$ cat config.mk
export PLATFORM = sky130hd
export DESIGN_NAME = label_box_baseline_sorter
export DESIGN_NICKNAME = d
export VERILOG_FILES = /design/src/design/lbbs_pkg.sv /design/src/design/label_box_baseline_sorter.sv
export SDC_FILE = /design/constraint.sdc
export NUM_CORES = 1
export LEC_CHECK = 0
export ABC_AREA = 1
export BUFFER_PORTS_ARGS = -buffer_cell sky130_fd_sc_hd__buf_2
export CAP_MARGIN = 30
export CORE_UTILIZATION = 62
export DETAILED_ROUTE_END_ITERATION = 10
export PLACE_DENSITY = 0.8
export SYNTH_ARGS = -nofsm -noshare
export SYNTH_HDL_FRONTEND = slang
export SYNTH_SLANG_ARGS = --single-unit
$ cat constraint.sdc
create_clock -name i_clk -period 11.5 [get_ports i_clk]
set_clock_uncertainty 0.1 [all_clocks]
set_input_delay 0.575 -clock i_clk [delete_from_list [all_inputs] [get_ports i_clk]]
set_output_delay 0.575 -clock i_clk [all_outputs]
set_load 0.02 [all_outputs]
$ cat src/design/lbbs_pkg.sv
package lbbs_pkg;

    localparam int COORD_W    = 14;
    localparam int BOX_W      = 15;
    localparam int IDX_OUT_W  = 5;
    localparam int BASE_W     = 16;
    localparam int IN_DATA_W  = 56;
    localparam int OUT_DATA_W = 104;

    localparam logic [BOX_W-1:0]  BOX_INIT   = 15'd32767;
    localparam logic [BASE_W-1:0] BASE_EMPTY = 16'hFFFF;

    localparam logic KIND_ADD    = 1'b0;
    localparam logic KIND_FINISH = 1'b1;

    typedef logic [COORD_W-1:0]    t_coord;
    typedef logic [BOX_W-1:0]      t_box;
    typedef logic [IN_DATA_W-1:0]  t_in_data;
    typedef logic [OUT_DATA_W-1:0] t_out_data;

endpackage

$ cat src/design/label_box_baseline_sorter.sv
// Label box and baseline sorter.
// Add transaction: accepted while idle, no result.
// Finish transaction: accepted, then a serial restoring divide of the sum of bottoms by the
// count for the baseline, then per result a scan over the x memory and an output step.
// An empty label skips divide and scan. One transaction at a time; the scan covers the stored symbols.
// Reset (synchronous, active low) clears the label state; x memory is not cleared.
module label_box_baseline_sorter #(
    parameter int MAX_SYMBOLS = 32
) (
    input  logic                      i_clk,
    input  logic                      i_rst_n,
    input  logic                      i_s_axis_tvalid,
    output logic                      o_s_axis_tready,
    // tdata: sym_x, sym_y, sym_width, sym_height
    input  lbbs_pkg::t_in_data        i_s_axis_tdata,
    // tuser: kind
    input  logic                      i_s_axis_tuser,
    output logic                      o_m_axis_tvalid,
    input  logic                      i_m_axis_tready,
    // tdata: symbol_index, sym_x_out, box_min_x, box_min_y, box_max_x,
    //        box_max_y, baseline, multiline, empty_label, overflow, zero pad
    output lbbs_pkg::t_out_data       o_m_axis_tdata,
    output logic                      o_m_axis_tlast
);
    import lbbs_pkg::*;

    localparam int CNT_W  = $clog2(MAX_SYMBOLS + 1);
    localparam int IDX_W  = (MAX_SYMBOLS > 1) ? $clog2(MAX_SYMBOLS) : 1;
    localparam int SUM_W  = $clog2(MAX_SYMBOLS * 32767 + 1);
    localparam int STEP_W = $clog2(SUM_W + 1);
    localparam int KEY_W  = COORD_W + IDX_W;

    localparam logic [1:0] ST_IDLE = 2'd0;
    localparam logic [1:0] ST_DIV  = 2'd1;
    localparam logic [1:0] ST_SCAN = 2'd2;
    localparam logic [1:0] ST_PUT  = 2'd3;

    // x memory
    t_coord             x_mem [MAX_SYMBOLS];
    t_coord             r_rd_data;

    logic [1:0]         r_state;
    logic [CNT_W-1:0]   r_cnt;
    logic [SUM_W-1:0]   r_sum;
    t_box               r_left_min, r_top_min, r_right_max, r_bottom_max;
    t_box               r_least_bottom, r_greatest_top;
    logic               r_multi, r_drop;

    logic [SUM_W-1:0]   r_div_acc;
    logic [CNT_W-1:0]   r_div_rem;
    logic [STEP_W-1:0]  r_div_step;
    logic [BASE_W-1:0]  r_base;

    logic [CNT_W-1:0]   r_rd_ptr;
    logic               r_cmp_valid;
    logic [IDX_W-1:0]   r_cmp_idx;
    logic               r_best_found;
    logic [KEY_W-1:0]   r_best_key;
    logic [KEY_W-1:0]   r_prev_key;
    logic [CNT_W-1:0]   r_out_cnt;
    logic               r_empty;

    logic               r_out_valid;
    t_out_data          r_out_data;
    logic               r_out_last;

    t_coord             in_x, in_y, in_w, in_h;
    t_box               in_right, in_bottom, n_lb, n_gt;
    logic               in_fire, out_free, is_last;
    logic [CNT_W:0]     div_trial;
    logic [KEY_W-1:0]   cmp_key;
    logic               take;

    assign in_x      = i_s_axis_tdata[13:0];
    assign in_y      = i_s_axis_tdata[27:14];
    assign in_w      = i_s_axis_tdata[41:28];
    assign in_h      = i_s_axis_tdata[55:42];
    assign in_right  = {1'b0, in_x} + {1'b0, in_w};
    assign in_bottom = {1'b0, in_y} + {1'b0, in_h};
    assign n_lb      = (in_bottom < r_least_bottom) ? in_bottom : r_least_bottom;
    assign n_gt      = ({1'b0, in_y} > r_greatest_top) ? {1'b0, in_y} : r_greatest_top;

    assign o_s_axis_tready = (r_state == ST_IDLE);
    assign in_fire         = i_s_axis_tvalid && o_s_axis_tready;
    assign out_free        = !r_out_valid || i_m_axis_tready;
    assign is_last         = r_empty || (r_out_cnt == r_cnt - CNT_W'(1));

    assign div_trial = {r_div_rem, r_div_acc[SUM_W-1]};
    assign cmp_key   = {r_rd_data, r_cmp_idx};
    assign take      = r_cmp_valid && ((r_out_cnt == '0) || (cmp_key > r_prev_key))
                       && (!r_best_found || (cmp_key < r_best_key));

    // write on add, registered read for the scan
    always_ff @(posedge i_clk) begin
        if (in_fire && i_s_axis_tuser == KIND_ADD && r_cnt < CNT_W'(MAX_SYMBOLS))
            x_mem[r_cnt[IDX_W-1:0]] <= in_x;
        r_rd_data <= x_mem[r_rd_ptr[IDX_W-1:0]];
    end

    // sequencer and label state
    always_ff @(posedge i_clk) begin
        if (!i_rst_n) begin
            r_state        <= ST_IDLE;
            r_cnt          <= '0;
            r_sum          <= '0;
            r_left_min     <= BOX_INIT;
            r_top_min      <= BOX_INIT;
            r_right_max    <= '0;
            r_bottom_max   <= '0;
            r_least_bottom <= BOX_INIT;
            r_greatest_top <= '0;
            r_multi        <= 1'b0;
            r_drop         <= 1'b0;
            r_out_valid    <= 1'b0;
            r_cmp_valid    <= 1'b0;
            r_best_found   <= 1'b0;
            r_out_cnt      <= '0;
            r_empty        <= 1'b0;
            r_rd_ptr       <= '0;
        end else begin
            // hold a result until the sink takes it
            if (r_state == ST_PUT && out_free)
                r_out_valid <= 1'b1;
            else if (i_m_axis_tready)
                r_out_valid <= 1'b0;
            case (r_state)
                ST_IDLE: begin
                    if (in_fire && i_s_axis_tuser == KIND_ADD) begin
                        if (r_cnt >= CNT_W'(MAX_SYMBOLS)) begin
                            r_drop <= 1'b1;
                        end else begin
                            r_cnt          <= r_cnt + CNT_W'(1);
                            r_sum          <= r_sum + SUM_W'(in_bottom);
                            if ({1'b0, in_x} < r_left_min) r_left_min <= {1'b0, in_x};
                            if ({1'b0, in_y} < r_top_min) r_top_min <= {1'b0, in_y};
                            if (in_right > r_right_max) r_right_max <= in_right;
                            if (in_bottom > r_bottom_max) r_bottom_max <= in_bottom;
                            r_least_bottom <= n_lb;
                            r_greatest_top <= n_gt;
                            if ({1'b0, in_y} >= n_lb || in_bottom <= n_gt)
                                r_multi <= 1'b1;
                        end
                    end else if (in_fire) begin
                        r_out_cnt <= '0;
                        if (r_cnt == '0) begin
                            r_empty <= 1'b1;
                            r_state <= ST_PUT;
                        end else begin
                            r_empty    <= 1'b0;
                            r_div_acc  <= r_sum;
                            r_div_rem  <= '0;
                            r_div_step <= '0;
                            r_state    <= ST_DIV;
                        end
                    end
                end
                ST_DIV: begin
                    // one restoring step per cycle
                    if (div_trial >= {1'b0, r_cnt}) begin
                        r_div_rem <= CNT_W'(div_trial - {1'b0, r_cnt});
                        r_div_acc <= {r_div_acc[SUM_W-2:0], 1'b1};
                    end else begin
                        r_div_rem <= div_trial[CNT_W-1:0];
                        r_div_acc <= {r_div_acc[SUM_W-2:0], 1'b0};
                    end
                    r_div_step <= r_div_step + STEP_W'(1);
                    if (r_div_step == STEP_W'(SUM_W - 1)) begin
                        r_rd_ptr     <= '0;
                        r_cmp_valid  <= 1'b0;
                        r_best_found <= 1'b0;
                        r_state      <= ST_SCAN;
                    end
                end
                ST_SCAN: begin
                    // find the smallest key above the one emitted last (any key for the first result)
                    if (r_div_step == STEP_W'(SUM_W)) begin
                        r_base     <= BASE_W'(r_div_acc);
                        r_div_step <= '0;
                    end
                    if (r_rd_ptr < r_cnt) begin
                        r_cmp_valid <= 1'b1;
                        r_cmp_idx   <= r_rd_ptr[IDX_W-1:0];
                        r_rd_ptr    <= r_rd_ptr + CNT_W'(1);
                    end else begin
                        r_cmp_valid <= 1'b0;
                    end
                    if (take) begin
                        r_best_found <= 1'b1;
                        r_best_key   <= cmp_key;
                    end
                    if (!r_cmp_valid && r_rd_ptr == r_cnt && r_rd_ptr != '0)
                        r_state <= ST_PUT;
                end
                ST_PUT: begin
                    if (out_free) begin
                        r_out_last  <= is_last;
                        r_out_data  <= {6'b0, r_drop, r_empty, r_multi,
                                        (r_empty ? BASE_EMPTY : r_base),
                                        r_bottom_max, r_right_max, r_top_min, r_left_min,
                                        (r_empty ? '0 : r_best_key[KEY_W-1:IDX_W]),
                                        (r_empty ? '0 :
                                         IDX_OUT_W'(r_best_key[IDX_W-1:0]))};
                        r_prev_key  <= r_best_key;
                        if (is_last) begin
                            // drop the label and return to reset values
                            r_cnt          <= '0;
                            r_sum          <= '0;
                            r_left_min     <= BOX_INIT;
                            r_top_min      <= BOX_INIT;
                            r_right_max    <= '0;
                            r_bottom_max   <= '0;
                            r_least_bottom <= BOX_INIT;
                            r_greatest_top <= '0;
                            r_multi        <= 1'b0;
                            r_drop         <= 1'b0;
                            r_empty        <= 1'b0;
                            r_state        <= ST_IDLE;
                        end else begin
                            r_out_cnt    <= r_out_cnt + CNT_W'(1);
                            r_rd_ptr     <= '0;
                            r_cmp_valid  <= 1'b0;
                            r_best_found <= 1'b0;
                            r_state      <= ST_SCAN;
                        end
                    end
                end
                default: r_state <= ST_IDLE;
            endcase
        end
    end

    assign o_m_axis_tvalid = r_out_valid;
    assign o_m_axis_tdata  = r_out_data;
    assign o_m_axis_tlast  = r_out_last;

`ifndef SYNTHESIS
    a_cnt_bound: assert property (@(posedge i_clk) disable iff (!i_rst_n)
        r_cnt <= CNT_W'(MAX_SYMBOLS)) else $error("symbol count above capacity");
    a_put_has_best: assert property (@(posedge i_clk) disable iff (!i_rst_n)
        (r_state == ST_PUT && !r_empty) |-> r_best_found)
        else $error("result without a selected symbol");
    a_scan_in_range: assert property (@(posedge i_clk) disable iff (!i_rst_n)
        (r_state == ST_SCAN) |-> (r_out_cnt < r_cnt))
        else $error("scan beyond stored symbols");
`endif

endmodule
==> impl_metrics.tcl <==
set metrics [dict create \
    dr.pass1.iters 5 \
    r2r_start "r_greatest_top[6]$_SDFFE_PN0P_" \
    syn_area_um2 37000 \
    drt_iter0_markers 2907 \
    ys.flop_type "edfxtp_1" \
    arrival_ns 5.35 \
    cts_buffers 80 \
    synth.avg_cell_area_um2 10.2 \
    synth_edf_count 637 \
    die_w_um 246 \
    post-route-util 0.697 \
    boundaryPins 168 \
    leakagePower_nw 16.3 \
    period_share 0.429 \
    setup_tns_ns 0 \
    path_clk_slew_ns 0.06 \
    synth_cell_type_count 47 \
    cts_root_buffer "clkbuf_16" \
    use_met3 0.0447 \
    path_max_fanout 25 \
    htreeDepth 3 \
    p_per_area_nw_per_um2 203 \
    synth-seq-cells 787 \
    synth_fa_ha_area_frac 0.0763 \
    synth_simple_gate_area_share 0.148 \
    port_buffers 161 \
    drc 0 \
    fin_area_um2 41000 \
    antenna_found_initial 0 \
    crit_path_start "i_s_axis_tdata[14]" \
    r2r_setup_slack_ns 7.24 \
    gp_congestion 0.924 \
    hold_viol_final 0 \
    async_flop_share 0 \
    synthMuxAreaShare 0 \
    endpoint_kind "flip-flop" \
    hpwl_um 58400 \
    cts_tree "yes" \
    cts_resized 0 \
    nets 4035 \
    crit_slowest_cell "xor2_1" \
    fillers 4142 \
    top_usage_layer "met2" \
    worstHoldPathCells 4 \
    syn_inst 3615 \
    num_vias 27638 \
    grt_max_degree 100 \
    grtUsageMet2 0.506 \
    max_stage_delay_ns 0.61 \
    placed_cell_area_um2 38500 \
    drv_cap 0 \
    worstHoldStart "i_s_axis_tuser" \
    wl_per_cell_um 20.3 \
    grt_first_pass_wirelength_um 145000 \
    synth_xor_area_frac 0.0121 \
    ys_warn_count 0 \
    crit_type "input port to flip-flop" \
    drive_gt1_frac 0.0999 \
    rows 89 \
    status "completed" \
    via_per_inst 6.03 \
    cp-start-kind "input port" \
    clockBufferDepth 3 \
    irDropWorstVdd_mv 0.141 \
    synthTopCellsByArea "edfxtp_1, dfxtp_1, ha_1" \
    relSlewSlack 0.320 \
    drv_slew 0 \
    worstPathRequired_ns 11.92 \
    cpMostUsedCell "nand2_1" \
    hold_end "r_drop$_SDFFE_PN0P_" \
    hp-class "input port to flip-flop" \
    setup_viol 0 \
    synth_top_family_by_area "simple AND/OR/NAND/NOR gates" \
    diodes 0 \
    clk_latency_ns 0.63 \
    min_period_ns 4.94 \
    start_util 0.627 \
    grt_setup_unrepaired "false" \
    routed_wl_um 93300 \
    yosys.area.top_type_share 0.518 \
    synth-compound-area-share 0.115 \
    fmax_ghz 0.203 \
    use_met1 0.419 \
    cts_setup_buffers 0 \
    cts_hold_buf 0 \
    rr_endpoint "r_multi$_SDFFE_PN0P_" \
    grt_overflow_total 0 \
    ant_nets 0 \
    reg2regPathDepth 18 \
    dieArea_um2 60600 \
    grt_pass1_vias 26447 \
    fp.coreArea_um2 58900 \
    grt_usage 0.309 \
    die_y_um 246 \
    tightest_slew_ns 1.02 \
    synth_top_area_cell "edfxtp_1" \
    yosysSeqAreaShare 0.599 \
    cts_sinks 787 \
    syn_to_final_growth_pct 11.0 \
]
==> kinds of logic (layout without fill, tap and decap cells) <==
family          Yosys count  count (layout)
compound gates          768             768
fa+ha+maj               223             223
simple gates           1332            1332
other cells               1               6
buf+inv                 453             646
flops                   787             787
xor+xnor                 51              51
==> registers in the layout (all words and copies together), names as in the netlist, 16 cells and up <==
register	flops
r_div_acc	20
r_sum	20
x_mem	448
r_prev_key	19
o_m_axis_tdata	98
r_best_key	19
r_base	16
==> layout make-up <==
class                           count  area [um^2]  share of cell area
Sequential cell                   787        22100               0.539
Multi-Input combinational cell   2380        13100               0.319
Clock buffer                       97         2150              0.0524
Timing Repair Buffer              214         1230              0.0300
Inverter                          288         1090              0.0265
Tap cell                          773          967              0.0236
Clock inverter                     47          383             0.00933
==> per-layer routing <==
layer	part of all wire	wire, um
met1	0.40	37300
met2	0.48	44500
met3	0.091	8460
met4	0.033	3040
met5	0	0
==> critical path: cells and delay by family <==
kind	cells	cell delay (ns)
AO/OA/AOI/OAI	5	1.01
XOR/XNOR	1	0.61
adder cells (fa/ha/maj)	4	1.37
buffers and inverters	5	0.38
AND/OR/NAND/NOR	15	1.39
==> placed cells by master, fill, tap and decap left out, types with 17 or more instances in the layout <==
master,Yosys,final
nand3b_1,19,19
nor2_1,441,435
nand3_1,157,157
edfxtp_1,637,637
o21ai_0,334,334
or2_2,20,20
buf_2,13,161
nor3_1,19,18
a211oi_1,18,17
clkbuf_16,0,83
a21oi_1,223,222
xor2_1,35,35
nand2_1,632,632
nand4_1,28,28
inv_1,278,276
buf_4,22,51
clkinv_1,1,21
o211ai_1,36,36
ha_1,219,218
dfxtp_1,150,147
o22ai_1,112,112
==> synth_stat cells (all sizes together) (2+ instances only) <==
library cell / n
a211oi: 18
a21boi: 8
a21o: 3
a21oi: 223
a221oi: 15
a31oi: 6
buf: 46
clkbuf: 119
clkinv: 3
dfxtp: 150
edfxtp: 637
fa: 4
ha: 219
inv: 285
nand2: 636
nand3: 159
nand3b: 19
nand4: 28
nor2: 442
nor3: 23
nor4b: 2
o211ai: 36
o21a: 6
o21ai: 335
o21bai: 3
o22ai: 112
or2: 20
xnor2: 16
xor2: 35
==> power by group <==
group	leakage [nW]	total, mW	switching (mW)	internal (mW)
combinational	8.10	2.25	1.52	0.735
sequential	6.98	3.58	0.200	3.38
clock	1.23	2.51	1.08	1.43
total	16.3	8.35	2.80	5.55
==> worst max-delay path by stage <==
stage / end / slack, ns / depth (start not counted)
detailed placement: r_multi$_SDFFE_PN0P_ / 6.05 / 32
finish: r_multi$_SDFFE_PN0P_ / 6.56 / 30
CTS: r_multi$_SDFFE_PN0P_ / 6.68 / 32
global placement: r_multi$_SDFFE_PN0P_ / 6.10 / 32
global route: r_multi$_SDFFE_PN0P_ / 6.12 / 32
floorplan: o_m_axis_tdata[0]$_SDFFCE_PP0P_ / 1.71 / 5
==> stage by stage <==
| step | power (mW) | cells | worst slack [ns] | hold WS, ns |
|---|---|---|---|---|
| finish | 8.35 | 4586 | 6.56 | 0.213 |
| global route | 8.79 | 4586 | 6.12 | 0.235 |
| CTS | 8.33 | 4586 | 6.68 | 0.188 |
| detailed placement | 5.83 | 4442 | 6.05 | 0.332 |
| global placement | 5.76 | 4440 | 6.10 | 0.328 |
| floorplan | 5.24 | 3620 | 1.71 | 0.306 |
(Power assumes the default switching activity.)
